File: src/design/lbt_pkg.sv
// ---------------------------------------------------------------------------
// lbt_pkg
// Shared types and constants for the multi-LED blink and timeout controller.
// ---------------------------------------------------------------------------
`default_nettype none

package lbt_pkg;

   localparam int LED_COUNT = 8;
   localparam int LED_IDX_W = (LED_COUNT > 1) ? $clog2(LED_COUNT) : 1;

   localparam logic [15:0] SCAN_RESET = 16'd500;
   localparam logic [7:0]  FOREVER    = 8'hFF;
   localparam logic [15:0] NEVER      = 16'hFFFF;

   localparam logic [1:0] MODE_OFF   = 2'd0;
   localparam logic [1:0] MODE_ON    = 2'd1;
   localparam logic [1:0] MODE_FLASH = 2'd2;

   localparam logic REQ_TICK = 1'b0;
   localparam logic REQ_CFG  = 1'b1;

   typedef enum logic [2:0] {
      ST_IDLE,
      ST_CFG,
      ST_ADD,
      ST_SUB,
      ST_SCAN,
      ST_FLUSH
   } state_type;

   // one LED's stored state
   typedef struct packed {
      logic [1:0]  mode;
      logic        level;
      logic [15:0] toggle_period;
      logic [15:0] toggle_countdown;
      logic [7:0]  toggles_left;
      logic [15:0] off_timeout;
      logic [15:0] off_countdown;
   } entry_type;

   // write port into the LED table
   typedef struct packed {
      logic                 en;
      logic [LED_IDX_W-1:0] idx;
      entry_type            entry;
   } wr_type;

endpackage

`default_nettype wire

File: src/design/lbt_alu.sv
// ---------------------------------------------------------------------------
// lbt_alu
// Shared 16-bit add/subtract unit with borrow out.
// ---------------------------------------------------------------------------
`default_nettype none

module lbt_alu (
   input  wire logic [15:0] a,
   input  wire logic [15:0] b,
   input  wire logic        sub,
   output logic [15:0]      result,
   output logic             borrow
);

   logic [16:0] full;

   always_comb begin
      if (sub) begin
         full = {1'b0, a} - {1'b0, b};
      end else begin
         full = {1'b0, a} + {1'b0, b};
      end
      result = full[15:0];
      borrow = sub & full[16];
   end

endmodule

`default_nettype wire

File: src/design/lbt_led_bank.sv
// ---------------------------------------------------------------------------
// lbt_led_bank
// Per-LED state table: one read port, one write port, cleared by reset.
// ---------------------------------------------------------------------------
`default_nettype none

module lbt_led_bank (
   input  wire logic                         clock,
   input  wire logic                         reset,
   input  wire logic [lbt_pkg::LED_IDX_W-1:0] rd_idx,
   output lbt_pkg::entry_type                rd_entry,
   input  wire lbt_pkg::wr_type              wr
);

   lbt_pkg::entry_type bank_ff [lbt_pkg::LED_COUNT];

   always_ff @(posedge clock) begin
      if (reset) begin
         for (int i = 0; i < lbt_pkg::LED_COUNT; i++) begin
            bank_ff[i] <= '0;
         end
      end else if (wr.en) begin
         bank_ff[wr.idx] <= wr.entry;
      end
   end

   assign rd_entry = bank_ff[rd_idx];

endmodule

`default_nettype wire

File: src/design/multi_led_blink_timeout_controller.sv
// ---------------------------------------------------------------------------
// multi_led_blink_timeout_controller
// Drives LED_COUNT LEDs off, steady on or flashing; reports level changes.
// ---------------------------------------------------------------------------
// A configure transfer (tuser 1) rewrites one LED entry and always returns
// one result with that LED's new level, tlast set; ids at or above
// LED_COUNT are dropped with no result. A tick transfer (tuser 0) adds its
// elapsed time to the accumulator; once the accumulator reaches scan_period
// the period is subtracted and all LEDs are scanned in ascending order,
// one entry per cycle unless a held result register stalls the scan,
// returning one result per level change with tlast on the final one (a
// tick may return no result at all). The accumulator and countdown
// arithmetic runs through a single 16-bit add/subtract unit under a small
// sequencer, and req_tready is high only while the sequencer is idle. The
// sequencer may wait while the result register is held by rsp_tready low.
// One finished result may wait in the output register while the next
// request transfer is taken.
// scan_period is written through the csr channel, which is always ready;
// write it only while the block is idle.
// ---------------------------------------------------------------------------
`default_nettype none

module multi_led_blink_timeout_controller (
   input  wire logic        clock,
   input  wire logic        reset,
   // request stream
   input  wire logic        req_tvalid,
   output logic             req_tready,
   // [15:0] elapsed, [23:16] led_id, [25:24] mode, [41:26] timeout,
   // [57:42] flash_period, [65:58] flash_count, [71:66] zero
   input  wire logic [71:0] req_tdata,
   input  wire logic        req_tuser,    // [0] req_type
   // response stream
   output logic             rsp_tvalid,
   input  wire logic        rsp_tready,
   output logic [7:0]       rsp_tdata,    // [2:0] led_index, [3] led_level, [7:4] zero
   output logic             rsp_tlast,    // last
   // scan period register
   input  wire logic        csr_valid,
   output logic             csr_ready,
   input  wire logic [15:0] csr_wdata
);

   localparam int IW = lbt_pkg::LED_IDX_W;

   lbt_pkg::state_type state_ff, state_in;

   logic [15:0] scan_period_ff;
   logic [15:0] acc_ff, acc_in;
   logic [IW-1:0] scan_idx_ff, scan_idx_in;

   // latched request fields
   logic [15:0] elapsed_ff;
   logic [7:0]  led_id_ff;
   logic [1:0]  mode_ff;
   logic [15:0] timeout_ff;
   logic [15:0] fperiod_ff;
   logic [7:0]  fcount_ff;

   // change found but not yet known to be the last one
   logic          pend_valid_ff, pend_valid_in;
   logic [IW-1:0] pend_idx_ff, pend_idx_in;
   logic          pend_lvl_ff, pend_lvl_in;

   // output register
   logic          rsp_valid_ff, rsp_valid_in;
   logic [2:0]    rsp_idx_ff, rsp_idx_in;
   logic          rsp_lvl_ff, rsp_lvl_in;
   logic          rsp_last_ff, rsp_last_in;

   logic          req_xfer;
   logic          out_free;

   logic [15:0]   alu_a, alu_b, alu_res;
   logic          alu_sub, alu_borrow;

   logic [IW-1:0] rd_idx;
   lbt_pkg::entry_type rd_entry, new_entry, cfg_entry;
   lbt_pkg::wr_type    wr;

   logic [15:0]   cd;
   logic          change, nlvl, stall;
   logic [7:0]    tl_dec;

   assign req_tready = (state_ff == lbt_pkg::ST_IDLE);
   assign req_xfer   = req_tvalid & req_tready;
   assign out_free   = ~rsp_valid_ff | rsp_tready;
   assign csr_ready  = 1'b1;

   assign rsp_tvalid = rsp_valid_ff;
   assign rsp_tdata  = {4'b0000, rsp_lvl_ff, rsp_idx_ff};
   assign rsp_tlast  = rsp_last_ff;

   lbt_alu u_alu (
      .a      (alu_a),
      .b      (alu_b),
      .sub    (alu_sub),
      .result (alu_res),
      .borrow (alu_borrow)
   );

   assign rd_idx = scan_idx_ff;

   lbt_led_bank u_bank (
      .clock    (clock),
      .reset    (reset),
      .rd_idx   (rd_idx),
      .rd_entry (rd_entry),
      .wr       (wr)
   );

   // entry built from a configure request
   always_comb begin
      cfg_entry      = '0;
      cfg_entry.mode = mode_ff;
      if (mode_ff == lbt_pkg::MODE_FLASH) begin
         cfg_entry.toggle_period    = fperiod_ff;
         cfg_entry.toggle_countdown = fperiod_ff;
         // 2n-1 modulo 256
         cfg_entry.toggles_left     = {fcount_ff[6:0], 1'b0} - 8'd1;
         cfg_entry.level            = 1'b1;
      end else begin
         cfg_entry.off_timeout   = timeout_ff;
         cfg_entry.off_countdown = timeout_ff;
         cfg_entry.level         = (mode_ff == lbt_pkg::MODE_ON);
      end
   end

   // scan step for the entry at scan_idx_ff; the ALU countdown result is cd
   always_comb begin
      cd        = alu_borrow ? 16'd0 : alu_res;
      new_entry = rd_entry;
      change    = 1'b0;
      nlvl      = 1'b0;
      tl_dec    = rd_entry.toggles_left - 8'd1;
      if (rd_entry.mode == lbt_pkg::MODE_FLASH) begin
         if (cd != 16'd0) begin
            new_entry.toggle_countdown = cd;
         end else begin
            nlvl                       = ~rd_entry.level;
            change                     = 1'b1;
            new_entry.toggle_countdown = rd_entry.toggle_period;
            if (rd_entry.toggles_left != lbt_pkg::FOREVER) begin
               new_entry.toggles_left = tl_dec;
               if (tl_dec == 8'd0) begin
                  new_entry.mode = lbt_pkg::MODE_OFF;
               end
            end
         end
      end else begin
         new_entry.off_countdown = cd;
         if (cd == 16'd0 && rd_entry.off_timeout != lbt_pkg::NEVER) begin
            change = rd_entry.level;
         end
      end
      if (change) begin
         new_entry.level = nlvl;
      end
      // a second change needs the output register to pass the first one on
      stall = change & pend_valid_ff & ~out_free;
   end

   // sequencer
   always_comb begin
      state_in      = state_ff;
      acc_in        = acc_ff;
      scan_idx_in   = scan_idx_ff;
      pend_valid_in = pend_valid_ff;
      pend_idx_in   = pend_idx_ff;
      pend_lvl_in   = pend_lvl_ff;
      rsp_valid_in  = rsp_valid_ff & ~rsp_tready;
      rsp_idx_in    = rsp_idx_ff;
      rsp_lvl_in    = rsp_lvl_ff;
      rsp_last_in   = rsp_last_ff;
      alu_a         = acc_ff;
      alu_b         = scan_period_ff;
      alu_sub       = 1'b1;
      wr            = '0;

      case (state_ff)
         lbt_pkg::ST_IDLE: begin
            if (req_xfer) begin
               if (req_tuser == lbt_pkg::REQ_CFG) begin
                  // unknown LED ids are dropped here
                  if ({1'b0, req_tdata[23:16]} < 9'(lbt_pkg::LED_COUNT)) begin
                     state_in = lbt_pkg::ST_CFG;
                  end
               end else begin
                  state_in = lbt_pkg::ST_ADD;
               end
            end
         end
         lbt_pkg::ST_CFG: begin
            if (out_free) begin
               wr.en        = 1'b1;
               wr.idx       = IW'(led_id_ff);
               wr.entry     = cfg_entry;
               rsp_valid_in = 1'b1;
               rsp_idx_in   = 3'(led_id_ff);
               rsp_lvl_in   = cfg_entry.level;
               rsp_last_in  = 1'b1;
               state_in     = lbt_pkg::ST_IDLE;
            end
         end
         lbt_pkg::ST_ADD: begin
            alu_b    = elapsed_ff;
            alu_sub  = 1'b0;
            acc_in   = alu_res;
            state_in = lbt_pkg::ST_SUB;
         end
         lbt_pkg::ST_SUB: begin
            if (alu_borrow) begin
               state_in = lbt_pkg::ST_IDLE;
            end else begin
               acc_in      = alu_res;
               scan_idx_in = '0;
               state_in    = lbt_pkg::ST_SCAN;
            end
         end
         lbt_pkg::ST_SCAN: begin
            alu_a = (rd_entry.mode == lbt_pkg::MODE_FLASH) ?
                    rd_entry.toggle_countdown : rd_entry.off_countdown;
            if (!stall) begin
               wr.en    = 1'b1;
               wr.idx   = scan_idx_ff;
               wr.entry = new_entry;
               if (change) begin
                  if (pend_valid_ff) begin
                     rsp_valid_in = 1'b1;
                     rsp_idx_in   = 3'(pend_idx_ff);
                     rsp_lvl_in   = pend_lvl_ff;
                     rsp_last_in  = 1'b0;
                  end
                  pend_valid_in = 1'b1;
                  pend_idx_in   = scan_idx_ff;
                  pend_lvl_in   = nlvl;
               end
               if (scan_idx_ff == IW'(lbt_pkg::LED_COUNT - 1)) begin
                  state_in = lbt_pkg::ST_FLUSH;
               end else begin
                  scan_idx_in = scan_idx_ff + 1'b1;
               end
            end
         end
         lbt_pkg::ST_FLUSH: begin
            if (!pend_valid_ff) begin
               state_in = lbt_pkg::ST_IDLE;
            end else if (out_free) begin
               rsp_valid_in  = 1'b1;
               rsp_idx_in    = 3'(pend_idx_ff);
               rsp_lvl_in    = pend_lvl_ff;
               rsp_last_in   = 1'b1;
               pend_valid_in = 1'b0;
               state_in      = lbt_pkg::ST_IDLE;
            end
         end
         default: begin
            state_in = lbt_pkg::ST_IDLE;
         end
      endcase
   end

   // control registers
   always_ff @(posedge clock) begin
      if (reset) begin
         state_ff       <= lbt_pkg::ST_IDLE;
         scan_period_ff <= lbt_pkg::SCAN_RESET;
         acc_ff         <= '0;
         pend_valid_ff  <= 1'b0;
         rsp_valid_ff   <= 1'b0;
      end else begin
         state_ff      <= state_in;
         acc_ff        <= acc_in;
         pend_valid_ff <= pend_valid_in;
         rsp_valid_ff  <= rsp_valid_in;
         if (csr_valid && csr_ready) begin
            scan_period_ff <= csr_wdata;
         end
      end
   end

   // payload registers
   always_ff @(posedge clock) begin
      scan_idx_ff <= scan_idx_in;
      pend_idx_ff <= pend_idx_in;
      pend_lvl_ff <= pend_lvl_in;
      rsp_idx_ff  <= rsp_idx_in;
      rsp_lvl_ff  <= rsp_lvl_in;
      rsp_last_ff <= rsp_last_in;
      if (req_xfer) begin
         elapsed_ff <= req_tdata[15:0];
         led_id_ff  <= req_tdata[23:16];
         mode_ff    <= req_tdata[25:24];
         timeout_ff <= req_tdata[41:26];
         fperiod_ff <= req_tdata[57:42];
         fcount_ff  <= req_tdata[65:58];
      end
   end

`ifndef SYNTHESIS
   // a pending change never survives past the end of a scan
   a_pend_clear_idle: assert property (@(posedge clock) disable iff (reset)
      (state_ff == lbt_pkg::ST_IDLE) |-> !pend_valid_ff)
      else $error("pending result left over in idle");

   // the LED table is written only while configuring or scanning
   a_wr_states: assert property (@(posedge clock) disable iff (reset)
      wr.en |-> (state_ff == lbt_pkg::ST_CFG || state_ff == lbt_pkg::ST_SCAN))
      else $error("LED table written outside configure or scan");

   // a tick transfer always goes through the accumulator add
   a_tick_add: assert property (@(posedge clock) disable iff (reset)
      (req_xfer && req_tuser == lbt_pkg::REQ_TICK) |=> (state_ff == lbt_pkg::ST_ADD))
      else $error("tick transfer did not start accumulation");
`endif

endmodule

`default_nettype wire

File: config.mk
export PLATFORM = sky130hd
export DESIGN_NAME = multi_led_blink_timeout_controller
export DESIGN_NICKNAME = d
export VERILOG_FILES = /design/src/design/lbt_pkg.sv /design/src/design/lbt_alu.sv /design/src/design/lbt_led_bank.sv /design/src/design/multi_led_blink_timeout_controller.sv
export SDC_FILE = /design/constraint.sdc
export NUM_CORES = 1
export LEC_CHECK = 0
export BUFFER_PORTS_ARGS = -buffer_cell sky130_fd_sc_hd__buf_4
export CORE_MARGIN = 4
export CORE_UTILIZATION = 32
export CTS_CLUSTER_SIZE = 24
export DETAILED_ROUTE_END_ITERATION = 8
export PLACE_DENSITY = 0.54
export SYNTH_ARGS = -nofsm -noshare
export SYNTH_HDL_FRONTEND = slang
export SYNTH_HIERARCHICAL = 1
export SYNTH_SLANG_ARGS = --single-unit
File: constraint.sdc
create_clock -name clock -period 25.4 [get_ports clock]
set_input_delay 5.08 -clock clock [delete_from_list [all_inputs] [get_ports clock]]
set_output_delay 5.08 -clock clock [all_outputs]
set_load 0.01 [all_outputs]
==> results.ini, run 1 <==
[routing]
num_vias = 21700
drtAntennaViolNets = 0
vias_per_cell = 5.525
wl_um = 94770
firstDrtPassIters = 7
drc = 0
wire_per_inst_um = 24.13
drt-initial-drc-count = 2323

[global_routing]
grt_start_max_net_pins = 98
grt_pass1_vias = 21940
track_usage = 0.1675
grt.overflow.total = 0
antenna_found_initial = 2
grt_pass1_wl_um = 140600

[sta]
skew_ns = 0.02269
period_share = 0.4697
setup_viol = 0
rsz0062_at_grt = false
drv_slew = 0
hold_ws_ns = 0.4856
hold_violations = 0
slew_headroom = 0.1778
setup_tns_ns = 0
min_period_ns = 11.93
worstMarginPinSlew_ns = 1.233
fmax_ghz = 0.08382

[power_and_ir_drop]
p_leak_nw = 12.35
sw_frac_of_total = 0.2501
ir_worst_vdd_v = 0.00004697
p_int_mw = 2.043
power_mw = 2.724
p_seq_frac = 0.494
pwr_density_cell_mw_per_mm2 = 71.80
p_switching_mw = 0.6813
combPwrFrac = 0.108
pwr-share-clk = 0.398

[synthesis]
ys_dominant_reg_cell = edfxtp_1
synth_cell_types = 72
synth_edf_count = 672
synth-warning-count = 6
synth_area_mm2 = 0.03372
synth_seq_cells = 709
avgSynthCellArea_um2 = 13.49
syn_inst = 2499
yosysSeqAreaShare = 0.6205
postSynth.asyncResetShare = 0

[final_layout]
stdcell_count = 3927
fillers = 9989
layout.nets = 2608
layout-drive-gt1-share = 0.2054
layout_commonest_cell = edfxtp_1
final_cell_mix = 672 x edfxtp_1, 609 x nor3_1, 150 x mux4_2
area_delta_synth_final_pct = 12.52

[cts]
clkTransAtPathRegs_ns = 0.06
ctsResizeCount = 0
cts_tree = built
cts_hold_buffers = 0
cts_buffers = 78
cts_root_buf = clkbuf_16
cts_buffer_depth = 3
htreeDepth = 3
cts_setup_buffers = 0
cts_num_sinks = 709
insertion_delay_ns = 0.64

[floorplanning]
io_pins = 106
die_y_um = 332.6
die_x_um = 332.6
core.rowCount = 118
coreArea_mm2 = 0.1041
fp.dieArea_mm2 = 0.1106
start_util = 0.3239

[worst_setup_path]
crit_path_frequent_cell = buf_4
critPathRequiredTime_ns = 25.73
slowest_delay_ns = 1.00
crit_path_max_fanout = 97
setup.worst_path.start_class = flip-flop
worstPathArrival_ns = 12.26
cp_slowest_cell = buf_4
path_class = flip-flop to flip-flop
cp-end-kind = flip-flop

[placed_design]
hpwl_um = 52380
dpl.cell_count = 3789
gp_congestion = 0.8176
port_buffers = 93

[hold_path]
hold_class = flip-flop to flip-flop

[status]
run_status = completed

[flow_run]
maxCapViolCount = 0

[final timing paths]
check                    startpoint                     to  slack (ns)  cells after the start
setup / recovery          rd_idx[0]  u_bank/bank_ff[5][25]       13.47                     29
hold reg to reg   scan_period_ff[3]      scan_period_ff[3]        0.49                      2
hold / removal    scan_period_ff[3]      scan_period_ff[3]        0.49                      2
setup reg to reg          rd_idx[0]  u_bank/bank_ff[5][25]       13.47                     29
[routing by layer]
metal | vias to the layer above | share of wire | routed length, um | track usage
met4 | 0 | 0.025 | 2389 | 0.04868
met3 | 126 | 0.070 | 6677 | 0.02772
met5 | - | 0 | 0 | 0
met1 | 11100 | 0.43 | 40570 | 0.2296
met2 | 873 | 0.48 | 45140 | 0.2751
li1 | 9594 | - | - | -
[cell usage after synthesis (37+ instances only)]
cell type	n	area, um^2
nor2_1	83	311.6
nand2_1	89	334.1
nor3_1	609	3048
buf_2	43	215.2
edfxtp_1	672	20180
dfxtp_1	37	740.7
mux2i_1	45	450.4
mux4_2	150	3378
mux2_2	94	1059
clkinv_1	75	281.5
clkbuf_1	139	521.8
o21ai_0	61	305.3
a21oi_1	39	195.2
[cell families (layout without fill, tap and decap cells)]
group	count (synthesis)	after routing	share of synthesized area
mux	289	289	0.1449
compound gates	219	219	0.04334
buf+inv	341	385	0.04371
fa+ha+maj	25	25	0.009500
xor+xnor	35	35	0.009091
simple gates	879	879	0.1287
other cells	2	6	0.0002227
flops	709	709	0.6205
[stage by stage]
| step | cell area, um^2 | util | worst slack [ns] |
|---|---|---|---|
| 2_1_floorplan | 33730 | - | 14.36 |
| 3_3_place_gp | 35560 | 0.3416 | 13.58 |
| 3_5_place_dp | 35560 | 0.3416 | 13.42 |
| 4_1_cts | 37940 | 0.3645 | 13.38 |
| 5_1_grt | 37940 | 0.3645 | 12.58 |
| 6_report | 37940 | 0.3645 | 13.47 |
[registers in the layout (all words and copies together), names as in the netlist]
name,flops
pend_valid_ff,1
pend_lvl_ff,1
fperiod_ff,16
timeout_ff,16
acc_ff,16
fcount_ff,7
mode_ff,2
state_ff,3
rsp_tlast,1
u_bank/bank_ff,600
pend_idx_ff,3
scan_period_ff,16
rsp_lvl_ff,1
rsp_idx_ff,3
elapsed_ff,16
rsp_tvalid,1
rd_idx,3
led_id_ff,3
[area by class of cell]
cell class	count	area, um^2	share of cell area
multi-input combinational	1452	11460	0.3020
inverter	109	409.1	0.01078
antenna	1	2.502	0.00006596
clock inverter	38	326.6	0.008607
timing repair buffer	139	1044	0.02750
sequential	709	20920	0.5514
clock buffer	99	2052	0.05408
tap	1380	1727	0.04551
[power groups by stage]
stage / Sequential (mW) / Clock, mW / Combinational, mW
6_report: 1.35 / 1.08 / 0.295
5_1_grt: 1.35 / 1.16 / 0.316
4_1_cts: 1.35 / 1.11 / 0.293
3_5_place_dp: 1.37 / 0 / 0.292
3_3_place_gp: 1.37 / 0 / 0.289
2_1_floorplan: 1.37 / 0 / 0.185
[worst max-delay path: cells and delay by family, from the launching register on]
| kind | cells | cell delay [ns] |
|---|---|---|
| buf+inv | 11 | 6.36 |
| compound gates | 9 | 2.49 |
| mux | 2 | 0.93 |
| simple gates | 5 | 0.61 |
| fa+ha+maj | 2 | 0.58 |
| flops | 1 | 0.33 |
(Power assumes the default switching activity.)
==> run 2, diff against run 1 <==
--- a/config.mk
+++ b/config.mk
@@ -10,7 +10,7 @@
 export CORE_UTILIZATION = 32
 export CTS_CLUSTER_SIZE = 24
 export DETAILED_ROUTE_END_ITERATION = 8
-export PLACE_DENSITY = 0.54
+export PLACE_DENSITY = 0.55
 export SYNTH_ARGS = -nofsm -noshare
 export SYNTH_HDL_FRONTEND = slang
 export SYNTH_HIERARCHICAL = 1
==> constraint.sdc (replaced) <==
create_clock -name clock -period 9.6 [get_ports clock]
set_input_delay 1.92 -clock clock [delete_from_list [all_inputs] [get_ports clock]]
set_output_delay 1.92 -clock clock [all_outputs]
set_load 0.01 [all_outputs]
==> run 2 against run 1 <==
  * Non-clock buffer count is 8 higher
  * Highest routed layer unchanged
  * Cell area increased by 0.61%
  * Clock power grew to 2.7 times the previous value
  * Critical endpoint is now u_bank/bank_ff[2][19]
  * Register-to-register slack worse by 12 ns
  * Sequential share of layout area decreased by 0.34 points
  * Power increased to 2.7 times the previous value
==> results.ini, run 2 (synthesis results as in run 1) <==
[cts]
cts_num_sinks = 709
cts_buffer_depth = 3
ctsResizeCount = 0
cts_setup_buffers = 0
clkTransAtPathRegs_ns = 0.06
cts_hold_buffers = 0
cts_root_buf = clkbuf_16
cts_buffers = 76
cts_tree = built
insertion_delay_ns = 0.63
htreeDepth = 3

[power_and_ir_drop]
p_leak_nw = 12.45
p_switching_mw = 1.777
p_seq_frac = 0.493
power_mw = 7.224
sw_frac_of_total = 0.2459
combPwrFrac = 0.108
pwr-share-clk = 0.399
pwr_density_cell_mw_per_mm2 = 189.3
ir_worst_vdd_v = 0.0001140
p_int_mw = 5.448

[global_routing]
track_usage = 0.1665
grt.overflow.total = 0
grt_start_max_net_pins = 141
grt_pass1_vias = 21860
antenna_found_initial = 2
grt_pass1_wl_um = 140200

[sta]
slew_headroom = 0.2138
setup_viol = 0
worstMarginPinSlew_ns = 1.179
skew_ns = 0.02533
drv_slew = 0
rsz0062_at_grt = false
fmax_ghz = 0.1216
period_share = 0.8566
hold_violations = 0
min_period_ns = 8.223

[final_layout]
layout.nets = 2614
layout_commonest_cell = edfxtp_1
regMostFlops = u_bank/bank_ff
stdcell_count = 3932
final_cell_mix = 672 x edfxtp_1, 609 x nor3_1, 150 x mux4_2
largest_reg_flops = 600
layout-drive-gt1-share = 0.2082
stdcell_area_mm2 = 0.03817
post-route-util = 0.3667
area_delta_synth_final_pct = 13.21

[worst_setup_path]
slowest_delay_ns = 0.85
path_buf_inv = 4
setup.worst_path.start_class = flip-flop
cp_slowest_cell = buf_4
crit_path_frequent_cell = buf_4
worstPathArrival_ns = 8.55
crit_path_max_fanout = 84
cp_top_family = buffers and inverters
crit_path_cell_trace = buf_12, buf_4, mux4_2, mux2_2, nand2_1, a31oi_1, ha_1, a21oi_1, o21ai_0, a21oi_1, o21ai_0, o32ai_2, xnor2_1, nor4_1, a41o_2, a21boi_4, a21o_2, nand2_1, or3b_4, buf_4, buf_4, nor3_1
critPathRequiredTime_ns = 9.93
cp-end-kind = flip-flop
path_class = flip-flop to flip-flop

[routing]
drt-initial-drc-count = 1909
wire_per_inst_um = 23.99
num_vias = 21530
drc = 0
drtAntennaViolNets = 0
firstDrtPassIters = 5
wl_um = 94340
vias_per_cell = 5.476

[placed_design]
hpwl_um = 54190
placed_cell_area_mm2 = 0.03576
port_buffers = 93
dpl.cell_count = 3797
gp_congestion = 0.8805

[flow_run]
maxCapViolCount = 0

[status]
run_status = completed

[floorplanning]
fp.dieArea_mm2 = 0.1106
die_y_um = 332.6
coreArea_mm2 = 0.1041
start_util = 0.3239
core.rowCount = 118
io_pins = 106
die_x_um = 332.6

[hold_path]
hold_class = flip-flop to flip-flop

run 2: changes by cell type in the layout (fill, tap and decap cells not counted), sizes merged:
cell    change
bufinv      +2
inv         -2
clkinv      -2
clkbuf      -1
buf         +8
run 2: power by group through the flow:
| stage | combinational, mW | clock, mW | sequential [mW] |
|---|---|---|---|
| after floorplan | 0.490 | 0 | 3.62 |
| after global placement | 0.770 | 0 | 3.62 |
| after detailed placement | 0.775 | 0 | 3.63 |
| after CTS | 0.780 | 2.96 | 3.56 |
| after global routing | 0.839 | 3.09 | 3.57 |
| final | 0.780 | 2.88 | 3.56 |
run 2: final cells by class:
cell class,instances,area [um^2]
clock buffer,98,2026
sequential,709,20920
timing repair buffer,147,1241
tap,1380,1727
fill,9873,65910
clock inverter,36,387.9
antenna,1,2.502
multi-input combinational,1452,11460
inverter,109,409.1
run 2: worst reg2reg max path, stage by stage, from the launching register on:
cell and delay [ns]:
edfxtp_1 0.63, buf_12 0.59, buf_4 0.59, mux4_2 0.60, mux2_2 0.30, nand2_1 0.06
a31oi_1 0.13, ha_1 0.49, a21oi_1 0.30, o21ai_0 0.13, a21oi_1 0.14, o21ai_0 0.13
o32ai_2 0.16, xnor2_1 0.19, nor4_1 0.24, a41o_2 0.26, a21boi_4 0.39, a21o_2 0.22
nand2_1 0.06, or3b_4 0.50, buf_4 0.68, buf_4 0.90, nor3_1 0.24
run 2: worst paths after layout:
kind                                         from                    end  slack (ns)  cells after the start
worst max-delay path                    rd_idx[0]  u_bank/bank_ff[2][19]        1.38                     22
worst min-delay path            scan_period_ff[1]      scan_period_ff[1]        0.49                      2
worst min register to register  scan_period_ff[1]      scan_period_ff[1]        0.49                      2
worst max register to register          rd_idx[0]  u_bank/bank_ff[2][19]        1.38                     22
run 2: metrics by stage:
step | TNS (ns) | setup slack, ns | hold slack [ns]
floorplan | -279.61 | -0.6619 | 0.4561
global placement | 0 | 1.496 | 0.4705
detailed placement | 0 | 1.364 | 0.4837
CTS | 0 | 1.330 | 0.4974
global route | 0 | 0.7906 | 0.5199
finish | 0 | 1.377 | 0.4930
run 2: per-layer routing:
layer  up-vias  GRT usage  share of wire
li1       9583          -              -
met1     10980     0.2307           0.44
met2       831     0.2721           0.47
met3       142    0.03080          0.069
met4         0    0.04055          0.021
met5         -          0              0
